**config.mk**
```make
export PLATFORM = sky130hd
export DESIGN_NAME = bounded_deque_with_dump
export DESIGN_NICKNAME = d
export VERILOG_FILES = /design/src/rtl/core/bdq_pkg.sv /design/src/rtl/core/bounded_deque_with_dump.sv
export VERILOG_INCLUDE_DIRS = /design/src /design/src/rtl/core
export SDC_FILE = /design/constraint.sdc
export NUM_CORES = 2
export LEC_CHECK = 0
export ABC_AREA = 0
export ABC_CLOCK_PERIOD_IN_PS = 8800
export BUFFER_PORTS_ARGS = -buffer_cell sky130_fd_sc_hd__buf_4
export CORE_ASPECT_RATIO = 0.6
export CORE_MARGIN = 1
export CORE_UTILIZATION = 35
export DETAILED_ROUTE_END_ITERATION = 6
export MAX_ROUTING_LAYER = met4
export PLACE_DENSITY_LB_ADDON = 0.12
export SLEW_MARGIN = 20
export SYNTH_ARGS = -nofsm -noshare
export SYNTH_HDL_FRONTEND = slang
export SYNTH_SLANG_ARGS = --single-unit
```
**constraint.sdc**
```tcl
create_clock -name clk -period 8.8 [get_ports clk]
set_clock_uncertainty 0.15 [all_clocks]
set_input_delay 0.44 -clock clk [delete_from_list [all_inputs] [get_ports clk]]
set_output_delay 0.44 -clock clk [all_outputs]
set_load 0.1 [all_outputs]
```
**src/rtl/core/bounded_deque_with_dump_assert.svh**
```systemverilog
// Assertion macros shared by the deque RTL.
// Needs clk and rst in the scope where a macro is used.
`ifndef BOUNDED_DEQUE_WITH_DUMP_ASSERT_SVH
`define BOUNDED_DEQUE_WITH_DUMP_ASSERT_SVH

// Holds at every edge outside reset.
`define BDQ_ASSERT(label, prop, msg) \
  label: assert property (@(posedge clk) disable iff (rst) (prop)) else $error(msg);

// Antecedent implies consequent in the next cycle.
`define BDQ_ASSERT_NEXT(label, ante, cons, msg) \
  label: assert property (@(posedge clk) disable iff (rst) (ante) |=> (cons)) \
    else $error(msg);

`endif

```
**src/rtl/core/bdq_pkg.sv**
```systemverilog
// Package for the bounded deque: request codes, status codes, field widths.
// No dependencies.
`timescale 1ns / 1ps
`default_nettype none

package bdq_pkg;

  localparam int FUNC_W   = 3;
  localparam int STATUS_W = 2;
  localparam int WORD_W   = 32;
  localparam int COUNT_W  = 7;

  // Request codes
  localparam logic [FUNC_W-1:0] FN_PUSH_FRONT = 3'd0;
  localparam logic [FUNC_W-1:0] FN_PUSH_BACK  = 3'd1;
  localparam logic [FUNC_W-1:0] FN_POP_FRONT  = 3'd2;
  localparam logic [FUNC_W-1:0] FN_POP_BACK   = 3'd3;
  localparam logic [FUNC_W-1:0] FN_DUMP_FWD   = 3'd4;
  localparam logic [FUNC_W-1:0] FN_DUMP_REV   = 3'd5;

  // Result status codes
  localparam logic [STATUS_W-1:0] ST_OK    = 2'd0;
  localparam logic [STATUS_W-1:0] ST_EMPTY = 2'd1;
  localparam logic [STATUS_W-1:0] ST_FULL  = 2'd2;

  typedef enum logic [1:0] {
    S_IDLE = 2'b01,
    S_DUMP = 2'b10
  } state_t;

endpackage

`default_nettype wire

```
**src/rtl/core/bounded_deque_with_dump.sv**
```systemverilog
// Bounded double-ended queue with front/back push, pop and dump requests.
// Depends on bdq_pkg and bounded_deque_with_dump_assert.svh.
//
//   channel  | dir | tdata                       | tuser       | tlast
//   ---------+-----+-----------------------------+-------------+---------------
//   s_*      | in  | [31:0] value                | [2:0] func  | -
//   m_*      | out | [31:0] item, [38:32] count, | [1:0] status| last of request
//            |     | [39] empty_res, [47:40] 0   |             |
//
// Push, pop and unused codes give one result each; one item per clock
//   while the result register drains.
// A dump of n words gives n result items at one per clock while m_tready is
//   high; the input is held off until the last word leaves the read register.
// Reset: rst clears front index, count, dump state and output valid. The store
//   itself is not cleared; only occupied slots are ever read.
// Stalls: m_tready low freezes the result register; during a dump the fetched
//   word waits in the store's read register and no new read is issued.
`timescale 1ns / 1ps
`default_nettype none
`include "bounded_deque_with_dump_assert.svh"

module bounded_deque_with_dump #(
  parameter int DEPTH      = 64,
  parameter int DATA_WIDTH = 32
) (
  input  wire logic        clk,
  input  wire logic        rst,
  // request
  input  wire logic        s_tvalid,
  output logic             s_tready,
  input  wire logic [31:0] s_tdata,   // [31:0] value
  input  wire logic [2:0]  s_tuser,   // [2:0] func
  // result
  output logic             m_tvalid,
  input  wire logic        m_tready,
  output logic [47:0]      m_tdata,   // [31:0] item, [38:32] count, [39] empty_res
  output logic [1:0]       m_tuser,   // [1:0] status
  output logic             m_tlast
);

  localparam int AW = (DEPTH > 1) ? $clog2(DEPTH) : 1;  // slot index width
  localparam int CW = $clog2(DEPTH + 1);                // occupancy width

  // ---------------------------------------------------------------------------
  // State
  // ---------------------------------------------------------------------------
  bdq_pkg::state_t state, state_next;
  logic [AW-1:0]   front, front_next;
  logic [CW-1:0]   occ, occ_next;

  // dump sequencer
  logic [CW-1:0]   dump_left, dump_left_next;   // reads still to issue
  logic [AW-1:0]   dump_off, dump_off_next;     // offset of next read
  logic            dump_rev, dump_rev_next;
  logic            rd_valid, rd_valid_next;     // rd_data holds an unsent word
  logic            rd_last;                     // that word is the final one

  // word store
  logic [DATA_WIDTH-1:0] mem [DEPTH];
  logic [DATA_WIDTH-1:0] rd_data;
  logic [DATA_WIDTH-1:0] wr_data;
  logic [AW-1:0]         wr_addr;
  logic                  wr_en;
  logic [AW-1:0]         rd_addr;
  logic                  rd_en;

  // result register
  logic                          out_valid;
  logic [bdq_pkg::STATUS_W-1:0]  out_status;
  logic [bdq_pkg::WORD_W-1:0]    out_item;
  logic                          out_last;
  logic [bdq_pkg::COUNT_W-1:0]   out_count;
  logic                          out_empty;

  logic [bdq_pkg::WORD_W-1:0]    item_ext;
  logic                          out_free;
  logic                          in_acc;
  logic                          dump_load;
  logic                          ctl_load;
  logic [bdq_pkg::STATUS_W-1:0]  ctl_status;
  logic                          full, is_empty;
  logic [AW:0]                   back_sum, rd_sum;

  assign out_free = !out_valid || m_tready;
  assign s_tready = (state == bdq_pkg::S_IDLE) && out_free;
  assign in_acc   = s_tvalid && s_tready;

  assign full     = (occ == CW'(DEPTH));
  assign is_empty = (occ == '0);

  // Width of the stored word vs the 32-bit port
  generate
    if (DATA_WIDTH < bdq_pkg::WORD_W) begin : g_narrow
      assign wr_data  = s_tdata[DATA_WIDTH-1:0];
      assign item_ext = {{(bdq_pkg::WORD_W-DATA_WIDTH){rd_data[DATA_WIDTH-1]}}, rd_data};
    end else if (DATA_WIDTH == bdq_pkg::WORD_W) begin : g_same
      assign wr_data  = s_tdata;
      assign item_ext = rd_data;
    end else begin : g_wide
      assign wr_data  = {{(DATA_WIDTH-bdq_pkg::WORD_W){1'b0}}, s_tdata};
      assign item_ext = rd_data[bdq_pkg::WORD_W-1:0];
    end
  endgenerate

  // slot = (front + offset) mod DEPTH, offset < DEPTH
  assign back_sum = {1'b0, front} + (AW+1)'(occ);
  assign rd_sum   = {1'b0, front} + {1'b0, dump_off};

  // ---------------------------------------------------------------------------
  // Control
  // ---------------------------------------------------------------------------
  always_comb begin
    state_next     = state;
    front_next     = front;
    occ_next       = occ;
    dump_left_next = dump_left;
    dump_off_next  = dump_off;
    dump_rev_next  = dump_rev;
    rd_valid_next  = rd_valid;
    wr_en          = 1'b0;
    wr_addr        = front;
    rd_en          = 1'b0;
    rd_addr        = (rd_sum >= (AW+1)'(DEPTH)) ? AW'(rd_sum - (AW+1)'(DEPTH))
                                                 : AW'(rd_sum);
    ctl_load       = 1'b0;
    ctl_status     = bdq_pkg::ST_OK;
    dump_load      = 1'b0;

    case (state)
      bdq_pkg::S_IDLE: begin
        if (in_acc) begin
          ctl_load = 1'b1;
          case (s_tuser)
            bdq_pkg::FN_PUSH_FRONT, bdq_pkg::FN_PUSH_BACK: begin
              if (full) begin
                ctl_status = bdq_pkg::ST_FULL;
              end else begin
                wr_en    = 1'b1;
                occ_next = occ + 1'b1;
                if (s_tuser == bdq_pkg::FN_PUSH_FRONT) begin
                  front_next = (front == '0) ? AW'(DEPTH - 1) : front - 1'b1;
                  wr_addr    = front_next;
                end else begin
                  wr_addr = (back_sum >= (AW+1)'(DEPTH)) ?
                            AW'(back_sum - (AW+1)'(DEPTH)) : AW'(back_sum);
                end
              end
            end
            bdq_pkg::FN_POP_FRONT, bdq_pkg::FN_POP_BACK: begin
              if (is_empty) begin
                ctl_status = bdq_pkg::ST_EMPTY;
              end else begin
                occ_next = occ - 1'b1;
                if (s_tuser == bdq_pkg::FN_POP_FRONT) begin
                  front_next = (front == AW'(DEPTH - 1)) ? '0 : front + 1'b1;
                end
              end
            end
            bdq_pkg::FN_DUMP_FWD, bdq_pkg::FN_DUMP_REV: begin
              if (is_empty) begin
                ctl_status = bdq_pkg::ST_EMPTY;
              end else begin
                // results come from the dump sequencer instead
                ctl_load       = 1'b0;
                state_next     = bdq_pkg::S_DUMP;
                dump_left_next = occ;
                dump_rev_next  = (s_tuser == bdq_pkg::FN_DUMP_REV);
                dump_off_next  = (s_tuser == bdq_pkg::FN_DUMP_REV) ? AW'(occ - 1'b1)
                                                                   : '0;
                rd_valid_next  = 1'b0;
              end
            end
            default: begin
              // unused codes: plain ok result, nothing changes
            end
          endcase
        end
      end

      bdq_pkg::S_DUMP: begin
        dump_load = rd_valid && out_free;
        if (dump_load) begin
          rd_valid_next = 1'b0;
          if (rd_last) begin
            state_next = bdq_pkg::S_IDLE;
          end
        end
        // fetch next word when the read register is empty or being drained
        if ((dump_left != '0) && (!rd_valid || dump_load)) begin
          rd_en          = 1'b1;
          rd_valid_next  = 1'b1;
          dump_left_next = dump_left - 1'b1;
          dump_off_next  = dump_rev ? dump_off - 1'b1 : dump_off + 1'b1;
        end
      end

      default: begin
        state_next = bdq_pkg::S_IDLE;
      end
    endcase
  end

  // ---------------------------------------------------------------------------
  // Registers
  // ---------------------------------------------------------------------------
  always_ff @(posedge clk) begin
    if (rst) begin
      state     <= bdq_pkg::S_IDLE;
      front     <= '0;
      occ       <= '0;
      dump_left <= '0;
      dump_rev  <= 1'b0;
      rd_valid  <= 1'b0;
      out_valid <= 1'b0;
    end else begin
      state     <= state_next;
      front     <= front_next;
      occ       <= occ_next;
      dump_left <= dump_left_next;
      dump_rev  <= dump_rev_next;
      rd_valid  <= rd_valid_next;
      if (ctl_load || dump_load) begin
        out_valid <= 1'b1;
      end else if (m_tready) begin
        out_valid <= 1'b0;
      end
    end
  end

  always_ff @(posedge clk) begin
    dump_off <= dump_off_next;
    if (rd_en) begin
      rd_last <= (dump_left == CW'(1));
    end
    if (ctl_load) begin
      out_status <= ctl_status;
      out_item   <= '0;
      out_last   <= 1'b1;
      out_count  <= bdq_pkg::COUNT_W'(occ_next);
      out_empty  <= (occ_next == '0);
    end else if (dump_load) begin
      out_status <= bdq_pkg::ST_OK;
      out_item   <= item_ext;
      out_last   <= rd_last;
      out_count  <= bdq_pkg::COUNT_W'(occ);
      out_empty  <= 1'b0;
    end
  end

  // word store: one write port, one registered read port
  always_ff @(posedge clk) begin
    if (wr_en) begin
      mem[wr_addr] <= wr_data;
    end
  end

  always_ff @(posedge clk) begin
    if (rd_en) begin
      rd_data <= mem[rd_addr];
    end
  end

  // ---------------------------------------------------------------------------
  // Outputs
  // ---------------------------------------------------------------------------
  assign m_tvalid = out_valid;
  assign m_tuser  = out_status;
  assign m_tlast  = out_last;
  assign m_tdata  = {8'd0, out_empty, out_count, out_item};

  // ---------------------------------------------------------------------------
  // Assertions
  // ---------------------------------------------------------------------------
  `BDQ_ASSERT(a_occ_bound, occ <= CW'(DEPTH), "occupancy above depth")
  `BDQ_ASSERT_NEXT(a_occ_hold, !in_acc, $stable(occ), "occupancy moved without a request")
  `BDQ_ASSERT(a_rd_in_dump, !rd_valid || (state == bdq_pkg::S_DUMP), "fetched word outside dump")
  `BDQ_ASSERT(a_no_write_dump, !(wr_en && (state == bdq_pkg::S_DUMP)), "store written during dump")

endmodule

`default_nettype wire
```
======== Yosys cells after proc, flatten, opt, wreduce, memory -nomap -nowiden ========
Memories as Yosys holds them, arrays and structs flattened. A register that Yosys moved wholly into a read port is not among the register bits.
Cells that the tools add are included.
cells by class
  reductions and logical operators ........ 27
  multiplexer cells ....................... 69
  bitwise logic cells ..................... 1
  order comparisons ....................... 2
  add/sub/neg operators ................... 11
  eq/ne operators ......................... 21
operators by type and width
  cell                                              count
  2-to-1 mux 6 bit                                  19
  2-to-1 mux 7 bit                                  10
  one-hot mux 7 bit (2 select lines)                2
  one-hot mux 6 bit (2 select lines)                2
  subtractor 6 x 1 -> 6 bit, second input constant  4
  2-to-1 mux 1 bit                                  23
  2-to-1 mux 2 bit                                  10
  inequality test 2 bit, second input constant      9
  AND reduction 5 bit                               3
  >= comparator 7 bit, second input constant        2
  logical NOT 7 bit                                 2
  subtractor 7 x 1 -> 7 bit, second input constant  2
  adder 6 x 1 -> 6 bit, second input constant       2
  one-hot mux 2 bit (2 select lines)                2
  nonzero test 2 bit                                4
  adder 6 x 6 -> 7 bit                              1
  adder 6 x 7 -> 7 bit                              1
  adder 7 x 1 -> 7 bit, second input constant       1
  == test 7 x 1 -> 1 bit, second input constant     1
  == test 7 bit, second input constant              1
  AND reduction 7 bit                               1
  nonzero test 7 bit                                1
  == test 3 x 2 -> 1 bit, second input constant     2
  == test 3 bit, second input constant              2
  other kinds (16)                                  24
word-level totals
  memory bits (writable) .................. 2048
  bits of input ports ..................... 39
  memories ................................ 1
  word-level logic and storage cells ...... 146
  bits in registers ....................... 75
  output and inout port bits .............. 53
memory list
  memory  depth  width  rd ports  clocked after memory_dff  wr ports  line                           RTL
  mem     64     32     1         1                         1         bounded_deque_with_dump.sv:59  logic [DATA_WIDTH-1:0] mem [DEPTH];

======== Depth between registers and ports, before layout ========
  depth after elaboration ................. 8
  depth in mapped cells ................... 12

======== Least setup slack after synthesis ========
Ideal clock, no wire load.
  path kind ............................... reg-to-reg
  start point ............................. reg out_valid (netlist: m_tvalid)
  end point ............................... mem mem[49][0], enable pin
  data required time ...................... 8.149 ns
  data arrival time ....................... 5.527 ns
  library setup time ...................... 0.501 ns
  clock period less this slack ............ 6.179 ns
  setup slack ............................. 2.621 ns
  path buffers ............................ 4
  stages on the path, launching flop included .. 10
  path through ............................ dfxtp_1 > nand2b_1 > buf_2 > nand3_1 > or2_2 > buf_6 > or2_2 > buf_2 > buf_2 > nor4_1
between the ends
  cells in the longest elaborated chain, start to end .. 8
  elaborated cells between the ends (all ways) .. 10
  those cells by class .................... 6 x mux; 4 x reduce/logical
ends and longest elaborated chain
  what                                    line                            RTL
  start, declared                         bounded_deque_with_dump.sv:68   logic out_valid;
  start signal, assigned                  bounded_deque_with_dump.sv:214  out_valid <= 1'b0;
  start signal, assigned                  bounded_deque_with_dump.sv:223  out_valid <= 1'b1;
  start signal, assigned                  bounded_deque_with_dump.sv:225  out_valid <= 1'b0;
  logical NOT 1 bit *                     bounded_deque_with_dump.sv:84   assign out_free = !out_valid || m_tready;
  logical OR 1 bit *                      bounded_deque_with_dump.sv:84
  logical AND 1 bit *                     bounded_deque_with_dump.sv:85   assign s_tready = (state == bdq_pkg::S_IDLE) && out_free;
  logical AND 1 bit *                     bounded_deque_with_dump.sv:86   assign in_acc = s_tvalid && s_tready;
  2-to-1 mux 1 bit                        bounded_deque_with_dump.sv:131  if (in_acc) begin
  2-to-1 mux 1 bit                        bounded_deque_with_dump.sv:129  case (state)
  2-to-1 mux 1 bit                        bounded_deque_with_dump.sv:252  if (wr_en) begin
  2-to-1 mux 1 bit (implied by the code)  bounded_deque_with_dump.sv:253  mem[wr_addr] <= wr_data;
  end, declared                           bounded_deque_with_dump.sv:59
Every way passes the cells marked *; elsewhere a longest branch is shown, timed or not.

======== Worst setup path in the final report ========
  start point ............................. reg front[1]
  end point ............................... reg rd_data[8] (netlist: item_ext[8]), read port of mem, data pin
between the ends
  cells in the longest elaborated chain, start to end .. 3
  elaborated cells between the ends (all ways) .. 4
  those cells by class .................... 2 x add/sub; 1 x order compare; 1 x mux
ends and longest elaborated chain
  what                                                                     line                            RTL
  start, declared                                                          bounded_deque_with_dump.sv:48   logic [AW-1:0] front, front_next;
  start signal, assigned                                                   bounded_deque_with_dump.sv:217  front <= front_next;
  adder 6 x 6 -> 7 bit *                                                   bounded_deque_with_dump.sv:107  assign rd_sum = {1'b0, front} + {1'b0, dump_off};
  subtractor 6 x 1 -> 6 bit / >= comparator 7 bit (equally long branches)  bounded_deque_with_dump.sv:123  rd_addr = (rd_sum >= (AW+1)'(DEPTH)) ? AW'(rd_sum - (AW+1)'(DEPTH))
  2-to-1 mux 6 bit *                                                       bounded_deque_with_dump.sv:123
  end, declared                                                            bounded_deque_with_dump.sv:60   logic [DATA_WIDTH-1:0] rd_data;
Marks and branches as above.
A chain may end at the register's enable or synchronous reset.

==> flow_summary_export.csv <==
group,metric,value,unit
worst_hold_path,hp-start,"s_tdata[1]",
pwr,max-vdd-ir-drop,0.000172,V
timing,finalSetupViolCount,0,
timing,min_period,5290,ps
worst_setup_path,cp_max_fo,63,
synthesis,ys_types,76,
synthesis,async_flop_share,0,%
placed_design,place_inst,7348,
timing,fin_crit_sh,60.1,%
pwr,power-per-cell-area,224,nW/um2
worst_setup_path,cp_data_arrival_time,5680,ps
worst_setup_path,path_class,"reg2reg",
die,start_util,35.3,%
die,ios,92,
global_route,grt-ovfl-total,0,
timing,fin_hold_ws,27.9,ps
global_route,grt_pass1_vias,42900,
detailed_routing,avgViaCountPerCell,5.58,
die,dieArea,243000,um2
outcome,status,"finished clean",
clocking,holdBufCountCts,17,
timing,max_freq,189,MHz
pwr,power_leakage,29.9,nW
worst_setup_path,rr_startpoint,"front[1]",
die,rows,139,
worst_setup_path,worstSetupStartpoint,"front[1]",
cells_and_area,instances_no_fill,7734,
synthesis,synth_area,84500,um2
placed_design,place_hpwl,140000,um
timing,tightest_slew,1060,ps
die,core,239000,um2
global_route,grt_antenna_before_repair,10,
cells_and_area,num-fill-cells,21200,
detailed_routing,wl_per_cell,32.0,um
synthesis,yosysSeqAreaShare,75.9,%
detailed_routing,routed_wirelength,248000,um
timing,maxSlewViolCount,0,
clocking,h-tree-depth,4,
cells_and_area,fin_area,96400,um2
global_route,grt_max_degree,82,
worst_hold_path,hold_depth,1,
synthesis,synth-edff-count,2097,
die,die_w,636,um
global_route,grt_pass1_wl,348000,um
clocking,cts.sinks,2155,
clocking,cts-resized-gates,0,
clocking,numCtsBuffers,205,
worst_setup_path,cp.required,9190,ps
detailed_routing,route.detailed.drc,0,
worst_setup_path,worstSetupStartpointType,"flip-flop",
global_route,grt_use_total,20.8,%
run,drv_cap,0,
detailed_routing,vias,43100,
placed_design,place.gp.congestion,0.792,
timing,setup_tns,0,ps
die,die_h,383,um
clocking,cts_setup_buffers,0,
synthesis,ys_seq_elements,2155,
detailed_routing,firstDrtPassIters,5,
timing,rsz0062_at_grt,"no",
clocking,root_buffer,"clkbuf_16",
synthesis,yosysWarnings,0,
timing,worst_slack,3510,ps
cells_and_area,drive_gt1_share,25.0,%
cells_and_area,syn2layout_area_growth,14.1,%
clocking,clock_latency,870,ps
clocking,cts_tree,"done",
cells_and_area,final_nets,4464,
placed_design,dp_slack,3650,ps
detailed_routing,drtIter0Drc,5073,
synthesis,synth_ff_type,"edfxtp_1",
placed_design,placement.io_buffers,83,
clocking,clk_path_buf_depth,4,
timing,slew_headroom,27.3,%
synthesis,synthCells,4235,
worst_setup_path,reg2reg_depth,8,
worst_hold_path,hold_path.class,"in2reg",
clocking,path_clk_slew,70,ps
detailed_routing,ant_nets,0,
worst_setup_path,end_kind,"flip-flop",
synthesis,avgSynthCellArea,19.9,um2
placed_design,dpl_cell_area,89800,um2
timing,hold_viol,0,
[layer usage]
metal  track usage (%)  up-vias  wire, um
met3              4.43      292     18700
met4              4.43        0      5260
li1                  -    17900         -
met2              28.4     1553    105000
met5                 -        -         0
met1              31.7    23400    119000
[stage by stage]
step | utilization (%) | total power [mW]
6_report | 40.3 | 21.6
5_1_grt | 40.2 | 22.3
4_1_cts | 40.2 | 21.8
3_5_place_dp | 37.5 | 13.1
3_3_place_gp | 37.5 | 13.1
2_1_floorplan | - | 12.4
[sequential cells by signal (all words and copies together) (netlist names), 6 cells and up]
register,cells
dump_off,6
front,6
out_count,7
out_item,32
dump_left,7
mem,2048
occ,7
item_ext,32
[kinds of logic (layout without fill, tap and decap cells)]
logic type                 after synthesis  in the layout  synth area share, %
DFF                                   2155           2155                 75.9
and+or+nand+nor                        746            746                 4.35
muxes                                  550            550                 14.2
AOI/OAI and AO/OA                      429            429                 3.46
buffers and inverters                  311            627                 1.51
adders and majority gates               25             25                0.397
xor gates and xnor gates                18             18                0.203
other                                    1             12              0.00444
[cell type report]
| class | count | area (um2) | share of cell area, % |
|---|---|---|---|
| repair buffers | 241 | 2050 | 2.12 |
| well taps | 3172 | 3970 | 4.12 |
| flip-flops and latches | 2155 | 64100 | 66.5 |
| inverters | 21 | 78.8 | 0.0818 |
| clock buffers | 255 | 5400 | 5.60 |
| clock inverters | 110 | 983 | 1.02 |
| diodes | 4 | 10.0 | 0.0104 |
| multi-input cells | 1776 | 19800 | 20.5 |
[synthesized netlist by cell type (6+ instances only)]
| master | n | area share [%] |
|---|---|---|
| edfxtp_1 | 2097 | 75 |
| o31ai_1 | 10 | 0.089 |
| buf_4 | 10 | 0.089 |
| nor4_1 | 68 | 0.50 |
| ha_1 | 22 | 0.33 |
| o22ai_1 | 39 | 0.29 |
| and3_1 | 71 | 0.53 |
| xnor2_1 | 11 | 0.11 |
| nor2b_1 | 17 | 0.13 |
| clkbuf_1 | 199 | 0.88 |
| a31oi_1 | 36 | 0.27 |
| mux2_2 | 35 | 0.47 |
| and2_1 | 35 | 0.26 |
| a2111oi_0 | 67 | 0.69 |
| buf_1 | 33 | 0.15 |
| a21oi_1 | 119 | 0.71 |
| nand2b_1 | 9 | 0.067 |
| nor3_1 | 19 | 0.11 |
| mux4_2 | 512 | 14 |
| a211o_1 | 33 | 0.34 |
| buf_2 | 46 | 0.27 |
| xor2_1 | 6 | 0.062 |
| nand4_1 | 38 | 0.28 |
| o21ai_0 | 55 | 0.33 |
| nand2_1 | 287 | 1.3 |
| nand3_1 | 114 | 0.68 |
| a21o_1 | 8 | 0.071 |
| inv_1 | 21 | 0.093 |
| nor2_1 | 58 | 0.26 |
| dfxtp_1 | 58 | 1.4 |
[worst max-delay path: stages (launching register included)]
cell and delay (ps):
dfxtp_1 710, ha_1 350, a211oi_1 890, or2_4 550, nand2_4 470, buf_12 370, a211o_1 430, a21oi_1 790
nor4_1 120
[path summary, 6_finish.rpt]
path	slack, ps	to
min reg2reg	310	out_item[30]
min	30	mem[57][1]
max	3510	item_ext[8]
max reg2reg	3510	item_ext[8]
[power breakdown]
part / total (mW) / switching (mW) / internal [mW]
sequential: 11.3 / 0.0154 / 11.3
combinational: 1.57 / 1.04 / 0.530
clock: 8.71 / 3.83 / 4.88
total: 21.6 / 4.89 / 16.7
[placed cells by master, fill, tap and decap left out, types with 39 or more instances in the layout]
| cell type | count |
|---|---|
| o22ai_1 | 39 |
| clkbuf_16 | 207 |
| a21oi_1 | 118 |
| mux4_2 | 512 |
| nand2_1 | 286 |
| edfxtp_1 | 2097 |
| a2111oi_0 | 55 |
| buf_4 | 204 |
| dfxtp_1 | 58 |
| clkinv_1 | 55 |
| and3_1 | 71 |
| nand3_1 | 113 |
| o21ai_0 | 54 |
| clkbuf_1 | 44 |
Note: power is estimated with default switching activity, not from simulation.
